### src/rtl/zcs_pkg.sv
// ----------------------------------------------------------------------------
// zcs_pkg
// Shared types and constants of the zero crossing snap block.
// ----------------------------------------------------------------------------
`default_nettype none

package zcs_pkg;

  localparam int unsigned TABLE_DEPTH = 4096;
  localparam int unsigned ADDR_W      = $clog2(TABLE_DEPTH);
  localparam int unsigned CNT_W       = ADDR_W + 1;
  localparam int unsigned POS_W       = 24;
  localparam int unsigned SAMPLE_W    = 16;
  localparam int unsigned WIN_W       = 12;
  localparam int unsigned CMD_W       = 2;

  localparam logic [WIN_W-1:0] WIN_RESET = 12'd221;

  typedef enum logic [CMD_W-1:0] {
    CMD_CLEAR = 2'd0,
    CMD_PUSH  = 2'd1,
    CMD_QUERY = 2'd2
  } cmd_t;

  typedef enum logic [2:0] {
    ST_IDLE,
    ST_PROBE,
    ST_CMP,
    ST_CHK_HI,
    ST_CHK_LO,
    ST_DONE
  } state_t;

  // result of the shared subtractor
  typedef struct packed {
    logic             lt;
    logic [POS_W-1:0] diff;
  } sub_res_t;

endpackage

`default_nettype wire

### src/rtl/zcs_sub.sv
// ----------------------------------------------------------------------------
// zcs_sub
// Shared subtract/compare unit used by every search and distance step.
// ----------------------------------------------------------------------------
`default_nettype none

module zcs_sub (
  input  wire logic [zcs_pkg::POS_W-1:0] a,
  input  wire logic [zcs_pkg::POS_W-1:0] b,
  output zcs_pkg::sub_res_t              res
);

  logic [zcs_pkg::POS_W:0] full;

  assign full     = {1'b0, a} - {1'b0, b};
  assign res.lt   = full[zcs_pkg::POS_W];
  assign res.diff = full[zcs_pkg::POS_W-1:0];

endmodule

`default_nettype wire

### config.mk
export PLATFORM = sky130hd
export DESIGN_NAME = zcs_sub
export DESIGN_NICKNAME = d
export VERILOG_FILES = /design/src/rtl/zcs_pkg.sv /design/src/rtl/zcs_sub.sv
export SDC_FILE = /design/constraint.sdc
export NUM_CORES = 1
export LEC_CHECK = 0
export BUFFER_PORTS_ARGS = -buffer_cell sky130_fd_sc_hd__buf_2
export CAP_MARGIN = 20
export CORE_MARGIN = 2
export CORE_UTILIZATION = 51
export DETAILED_ROUTE_END_ITERATION = 8
export PLACE_DENSITY_LB_ADDON = 0.1
export SLEW_MARGIN = 25
export SYNTH_ARGS = -nofsm -noshare
export SYNTH_HDL_FRONTEND = slang
export SYNTH_SLANG_ARGS = --single-unit
### constraint.sdc
create_clock -name vclk -period 5.82
set_input_delay 0.291 -clock vclk [all_inputs]
set_output_delay 0.291 -clock vclk [all_outputs]
set_load 0.02 [all_outputs]
==> reports/qor.yml <==
status: "finished, final reports clean"
timing.setup.tns_ns: 0
syn_nets: 265
die_h_um: 54
diodes: 0
finalHoldViolations: 0
avgSynthCellArea_um2: 6.64
setup_violations: 0
num-clock-buffers: 0
synth.distinct_cells: 38
rows: 18
fmax_ghz: 0.361
fp.dieW_um: 54
drive_above_1_share_pct: 29.2
leakage_nw: 0.954
area.growth.synth_to_final_pct: 31.3
nFillCells: 252
antenna_found_initial: 0
grt_usage_pct: 19.7
cap_violations: 0
postPlaceCellArea_um2: 1670
grt_pass1_wl_um: 4600
register_area_um2: 0
drv_slew: 0
pin_count: 73
peakVddDrop_mv: 0.0933
wl_per_cell_um: 10.3
synthTopCellsByCount: "inv_1 (33), a21oi_1 (28), ha_1 (24)"
path_class: "input port to output pin"
synth_area_um2: 1270
viasPerCell: 5.27
yosysSeqAreaShare_pct: 0
first_global_vias: 1238
fin_crit_sh_pct: 47.7
drt_pre_antenna_iters: 4
grt_overflow: 0
antenna_left: 0
wirelength_um: 3030
syn_inst: 192
end_kind: "output pin"
port_buffers: 73
synth.largest_area_cell: "ha_1"
place.gp.congestion: 0.850
stdcell_area_um2: 1670
initial_core_util_pct: 52.4
cellPowerDensity_nw_per_um2: 140
fp.coreArea_um2: 2430
worst_hold_path_type: "input port to output pin"
dieArea_um2: 2920
cts_resized: 0
worstSetupStartpointType: "input port"
grt_start_max_net_pins: 9
crit_fanout: 5
drtIter0Drc: 30
synth_top_area_share_pct: 23.6
vias: 1548
required_ns: 5.53
post-synth-top-count-cell: "inv_1"
route.detailed.drc: 0
ys_warn_count: 0
slew_headroom_pct: 70.4
worstMarginPinSlew_ns: 0.440
synthTopCellsByArea: "ha_1 (24%), a21oi_1 (11%), inv_1 (9.7%)"
dp_hpwl_um: 2630
final_net_count: 339
n_sequential_cell: 0
postCtsSetupRepairBufs: 0
cts_hold_buf: 0
rsz0062_at_grt: "no"
final.min_clock_period_ns: 2.77
crit_arrival_ns: 2.48
==> layout by cell type (no fill, tap or decap), types with 2 or more instances in the layout <==
master	instances
a21o_1	3
a21oi_1	28
a31oi_1	3
and3_1	2
buf_2	73
ha_1	24
inv_1	33
nand2_1	13
nand2b_1	4
nand3_1	3
nor2_1	12
nor3_1	2
o211a_1	2
o211ai_1	6
o21a_1	3
o21ai_0	7
o21ai_1	5
o21bai_1	2
o31ai_1	3
or3_1	3
xnor2_1	10
xor2_1	7
==> critical path, cell delays in order <==
cell and delay [ns]:
buf_2 0.08, inv_1 0.03, ha_1 0.35, nand4_1 0.15
or4_1 0.49, a211o_1 0.31, a211oi_4 0.34, nor4b_1 0.11
nor3_2 0.15, buf_2 0.18
==> logic make-up (layout without fill, tap and decap cells) <==
group,after synthesis,after routing,share of synthesized area [%]
AOI/OAI and AO/OA,70,70,34.8
and+or+nand+nor,45,45,17.5
buffers and inverters,34,106,10.0
adders and majority gates,25,25,25.1
xor gates and xnor gates,17,17,11.7
muxes,1,1,0.883
==> routing by layer <==
metal / track usage, % / up-vias / routed length [um]
li1: - / 824 / -
met5: 0 / - / 0
met4: 0 / 0 / 0
met1: 24.0 / 676 / 1370
met2: 39.6 / 48 / 1470
met3: 0.833 / 0 / 191
==> layout make-up <==
cell class         count  area (um^2)  area share (%)
well taps             30         37.5            2.24
repair buffers        73          365            21.8
multi-input cells    158         1150            68.5
inverters             33          124            7.40
==> stage by stage <==
stage / std cells / total power, mW / worst slack [ns] / utilization [%] / hold WS [ns]
4_1_cts: 294 / 0.234 / 3.04 / 68.8 / 0.945
6_report: 294 / 0.234 / 3.05 / 68.8 / 0.942
5_1_grt: 294 / 0.259 / 2.89 / 68.8 / 0.973
2_1_floorplan: 192 / 0.165 / 3.23 / - / 0.764
3_5_place_dp: 294 / 0.233 / 3.05 / 68.8 / 0.945
3_3_place_gp: 294 / 0.231 / 3.09 / 68.8 / 0.937
==> worst paths after layout <==
check | end | start | cells after the start
worst max-delay path | res[23] | b[11] | 10
worst min-delay path | res[0] | b[0] | 4
==> power breakdown <==
part           leakage [nW]  total [mW]  switching [mW]  internal, mW
clock                     0           0               0             0
sequential                0           0               0             0
combinational         0.954       0.234           0.141        0.0934
Power figures use the tool's default switching activity.
