`config.mk`:
```
export PLATFORM = sky130hd
export DESIGN_NAME = zcs_ram
export DESIGN_NICKNAME = d
export VERILOG_FILES = /design/src/rtl/zcs_ram.sv
export SDC_FILE = /design/constraint.sdc
export NUM_CORES = 1
export LEC_CHECK = 0
export ABC_CLOCK_PERIOD_IN_PS = 1400
export BUFFER_PORTS_ARGS = -buffer_cell sky130_fd_sc_hd__buf_2
export CAP_MARGIN = 20
export CORE_MARGIN = 2
export CORE_UTILIZATION = 23
export CTS_BUF_LIST = sky130_fd_sc_hd__clkbuf_4 sky130_fd_sc_hd__clkbuf_8
export DETAILED_ROUTE_END_ITERATION = 8
export GPL_TIMING_DRIVEN = 0
export PLACE_DENSITY = 0.41
export SETUP_SLACK_MARGIN = 0.02
export SLEW_MARGIN = 30
export SYNTH_ARGS = -nofsm -noshare
export SYNTH_HDL_FRONTEND = slang
export SYNTH_SLANG_ARGS = --single-unit
```
`constraint.sdc`:
```
create_clock -name clk -period 1.4 [get_ports clk]
set_input_delay 0.07 -clock clk [delete_from_list [all_inputs] [get_ports clk]]
set_output_delay 0.07 -clock clk [all_outputs]
set_load 0.02 [all_outputs]
```
`src/rtl/zcs_ram.sv`:
```
// ----------------------------------------------------------------------------
// zcs_ram
// Generic simple dual-port RAM, one write port and one registered read port.
// ----------------------------------------------------------------------------
`default_nettype none

module zcs_ram #(
  parameter int unsigned WIDTH = 8,
  parameter int unsigned DEPTH = 16
) (
  input  wire logic                     clk,
  input  wire logic                     wr_en,
  input  wire logic [$clog2(DEPTH)-1:0] wr_addr,
  input  wire logic [WIDTH-1:0]         wr_data,
  input  wire logic [$clog2(DEPTH)-1:0] rd_addr,
  output logic      [WIDTH-1:0]         rd_data
);

  logic [WIDTH-1:0] mem [DEPTH];

  always_ff @(posedge clk) begin
    if (wr_en) begin
      mem[wr_addr] <= wr_data;
    end
    rd_data <= mem[rd_addr];
  end

endmodule

`default_nettype wire

```
==> results.md <==
- The run finished with clean final reports.
- The min-delay analysis places its worst path in the category in2reg.
- The required time reported for the critical path endpoint is 1.73 ns.
- Setup violations remaining at the end of the flow were counted as 0.
- The number of clock buffers added by TritonCTS is 17.
- The design internal power is 6.31 mW.
- The largest fanout on the critical path is 1.
- The clock net in this run drives a total of 136 sinks.
- The die height is 154 µm.
- The worst setup path is captured at a register.
- Combinational logic is responsible for 6.2% of the overall power.
- The count of state elements after synthesis is 136.
- The utilization of the core after routing is 27.7%.
- The share of synthesized area occupied by flip-flops and latches is 77.8%.
- Setup repair after global routing left no endpoint under its margin.
- The switching component of the power is 1.85 mW.
- Using the TritonRoute via totals, the vias-per-cell ratio works out to 4.30.
- In the post-synthesis netlist, the biggest area contributors are sky130_fd_sc_hd__edfxtp_1, sky130_fd_sc_hd__mux4_2, sky130_fd_sc_hd__mux4_1.
- Power spread over the standard cell area amounts to 1350 nW/µm².
- The number of port buffers is 24.
- Before CTS, the worst setup slack after placement is -0.484 ns.
- The longest clock path from root to sink contains 2 buffers.
- The count of nets left with antenna violations after detail routing is 0.
- The number of top-level design ports is 26.
- The post-layout minimum cycle time is 1.34 ns.
- The library cell with the largest summed area after synthesis is sky130_fd_sc_hd__edfxtp_1.
- Data arrives at the worst endpoint at 1.67 ns.
- The part of the power in the clock network is 37.8%.
- After layout, the worst path uses 96.0% of the clock period.
- The sequential cell area is 4000 µm².
- The slew at the pin closest to its max-slew limit is 0.868 ns.
- The leading cell type in the layout, fill and taps excluded is sky130_fd_sc_hd__edfxtp_1.
- The maximum frequency from static timing analysis is 744 MHz.
- The die covers 23,600 µm².
- The overall die width is 154 µm.
- The filler cells instantiated in the layout total 2,205.
- In the layout the commonest cells are sky130_fd_sc_hd__edfxtp_1, sky130_fd_sc_hd__buf_2, sky130_fd_sc_hd__mux4_2.
- The via count of the first global-routing pass came to 2,535.
- After layout, the design draws a total of 8.16 mW.
- Max-cap violations in this run came to 0.
- Across every metal layer, demand over resource in global routing totals 10.4%.
- The mean instance size in the synthesized netlist is 22.5 µm².
- IR analysis of the VDD net gives a maximum drop of 0.000528 V.
- The overall via count from detail_route is 2,435.
- The final hold violation count was 0.
- After global routing the overflow that remains totals 0.
- The normalized max-slew margin is 41.9%.
- After clock tree synthesis, the clock-pin slew on the worst setup and hold paths is 0.08 ns.
- The synthesized netlist cell count is 229.
- The clock tree from TritonCTS is yes.
- The synthesized cell area is 5150 µm².
- The repair_antennas step left the layout with diodes totalling 0.
- The static leakage power is 1.93 nW.
- Summed over all failing endpoints, the final setup total negative slack is 0 ns.
- The number of distinct library cells after synthesis is 19.
- The startpoint identified for the worst register-to-register timing path is mem[4][1].
- The origin of the worst min-delay path is wr_data[5].
- The least setup slack across all paths after layout is 0.0554 ns.
- The share of total power dissipated in sequential elements is 56.0%.
- The number of nets in the finished design is 291.
- The wire length of the first global-routing pass is 17.1 mm.
- The violation count after the first detailed-routing iteration is 139.
- Compared with the post-synthesis result, the final layout area differs by 17.7%.
- The final wirelength is 11.7 mm.
- The clock arrives with 0.00726 ns of skew.
- The library cell used as clock root buffer is sky130_fd_sc_hd__clkbuf_8.
- The initial utilization of the core area, before any placement, comes to 23.5%.
- The mean routed wirelength per cell is 20.7 µm.
- The routability-driven placement congestion ratio is 0.656.
- With fillers left out, the area of the finished cells amounts to 6060 µm².
- The first-pass iteration count of the detailed router is 4.
- In this run switching power makes up 22.6% of total power.
- The startpoint kind of the worst setup timing path is a register.
- The site row count is 54.
- In the final layout, the share of cells above drive strength 1 is 35.0%.
- The area share of the largest cell type after synthesis is 74.7%.
- Yosys printed 0 warnings.
- After detailed routing, the number of remaining DRC violations is 0.
- The initial antenna violation count is 0.
- The core area is 21,900 µm².
- The path type of the worst setup path is reg2reg.
- The area used by multi-input combinational logic is 1120 µm².
- The half-perimeter wire length after placement is 7.46 mm.
- The max-slew violation total from the final report came to 0.
- The launch point of the worst path is mem[4][1].
- The maximum number of pins on one net before global-route repair is 17.
- The placed cell area is 5650 µm².
- The number of nets in the synthesized netlist is 247.
- The later pin in the worst-skew pair is clocked with a latency of 0.44 ns.
- Buffers added to address setup during post-CTS repair amount to 0.
- The maximum level of the CTS H-tree is 4.
-- per-stage QoR --
stage / instances / hold slack (ns)
after global routing: 566 / 0.00614
after floorplan: 229 / 0.169
after CTS: 566 / 0.00978
after global placement: 533 / 0.486
final: 566 / 0.0307
after detailed placement: 534 / 0.488
-- repair_timing --
item | CTS | global route
resized for setup | 5 | 8
pin swaps | 0 | 2
hold endpoints to repair | 0 | 0
endpoints found under the setup margin | 12 | 29
hold buffers | 0 | 0
-- logic make-up (layout without fill, tap and decap cells) --
| kind of cell | after synthesis | after routing | share of synthesized area [%] |
|---|---|---|---|
| AOI/OAI and AO/OA | 16 | 16 | 2.33 |
| buffers and inverters | 10 | 67 | 1.68 |
| DFF | 136 | 136 | 77.8 |
| muxes | 32 | 32 | 15.0 |
| and+or+nand+nor | 35 | 35 | 3.18 |
-- critical path: stages (launching register included) --
cell	delay [ns]
sky130_fd_sc_hd__edfxtp_1	0.37
sky130_fd_sc_hd__mux4_1	0.57
sky130_fd_sc_hd__a22oi_1	0.21
sky130_fd_sc_hd__nand2_1	0.08
-- registers in the layout, summed over array words and instances (netlist names) --
signal / flops
rd_data: 8
mem: 128
-- layer usage --
metal	share of wire [%]	track usage, %
met1	49	14.9
met3	5.4	3.58
met4	0.95	3.01
met5	0	0
met2	44	14.9
-- power by group through the flow --
| stage | sequential, mW | combinational (mW) | clock [mW] |
|---|---|---|---|
| finish | 4.57 | 0.507 | 3.09 |
| global route | 4.57 | 0.552 | 3.32 |
| CTS | 4.57 | 0.515 | 3.17 |
| detailed placement | 4.66 | 0.506 | 0 |
| global placement | 4.65 | 0.496 | 0 |
| floorplan | 4.69 | 0.231 | 0 |
-- final cells by class --
cell class                 count  share of cell area, %
timing repair buffer          25                   2.11
tap                          280                   5.78
sequential                   136                   66.1
clock inverter                14                   2.19
clock buffer                  18                   3.98
buffer                        10                   1.42
multi-input combinational     83                   18.5
-- worst paths after layout --
| path | end | slack, ns | cells after the start |
|---|---|---|---|
| max | rd_data[1] | 0.06 | 3 |
| min | mem[14][5] | 0.03 | 1 |
| max reg2reg | rd_data[1] | 0.06 | 3 |
| min reg2reg | rd_data[3] | 0.70 | 3 |
-- Yosys cell counts (all sizes together) --
master	instances
and2b	1
or3b	1
a22oi	16
and2	1
nand2b	2
nand3b	2
nand3	1
buf	7
nor2	13
nand2	9
dfxtp	8
clkdlybuf4s25	3
mux4	32
nor2b	1
edfxtp	128
nor3	4
Note: power is estimated with default switching activity, not from simulation.
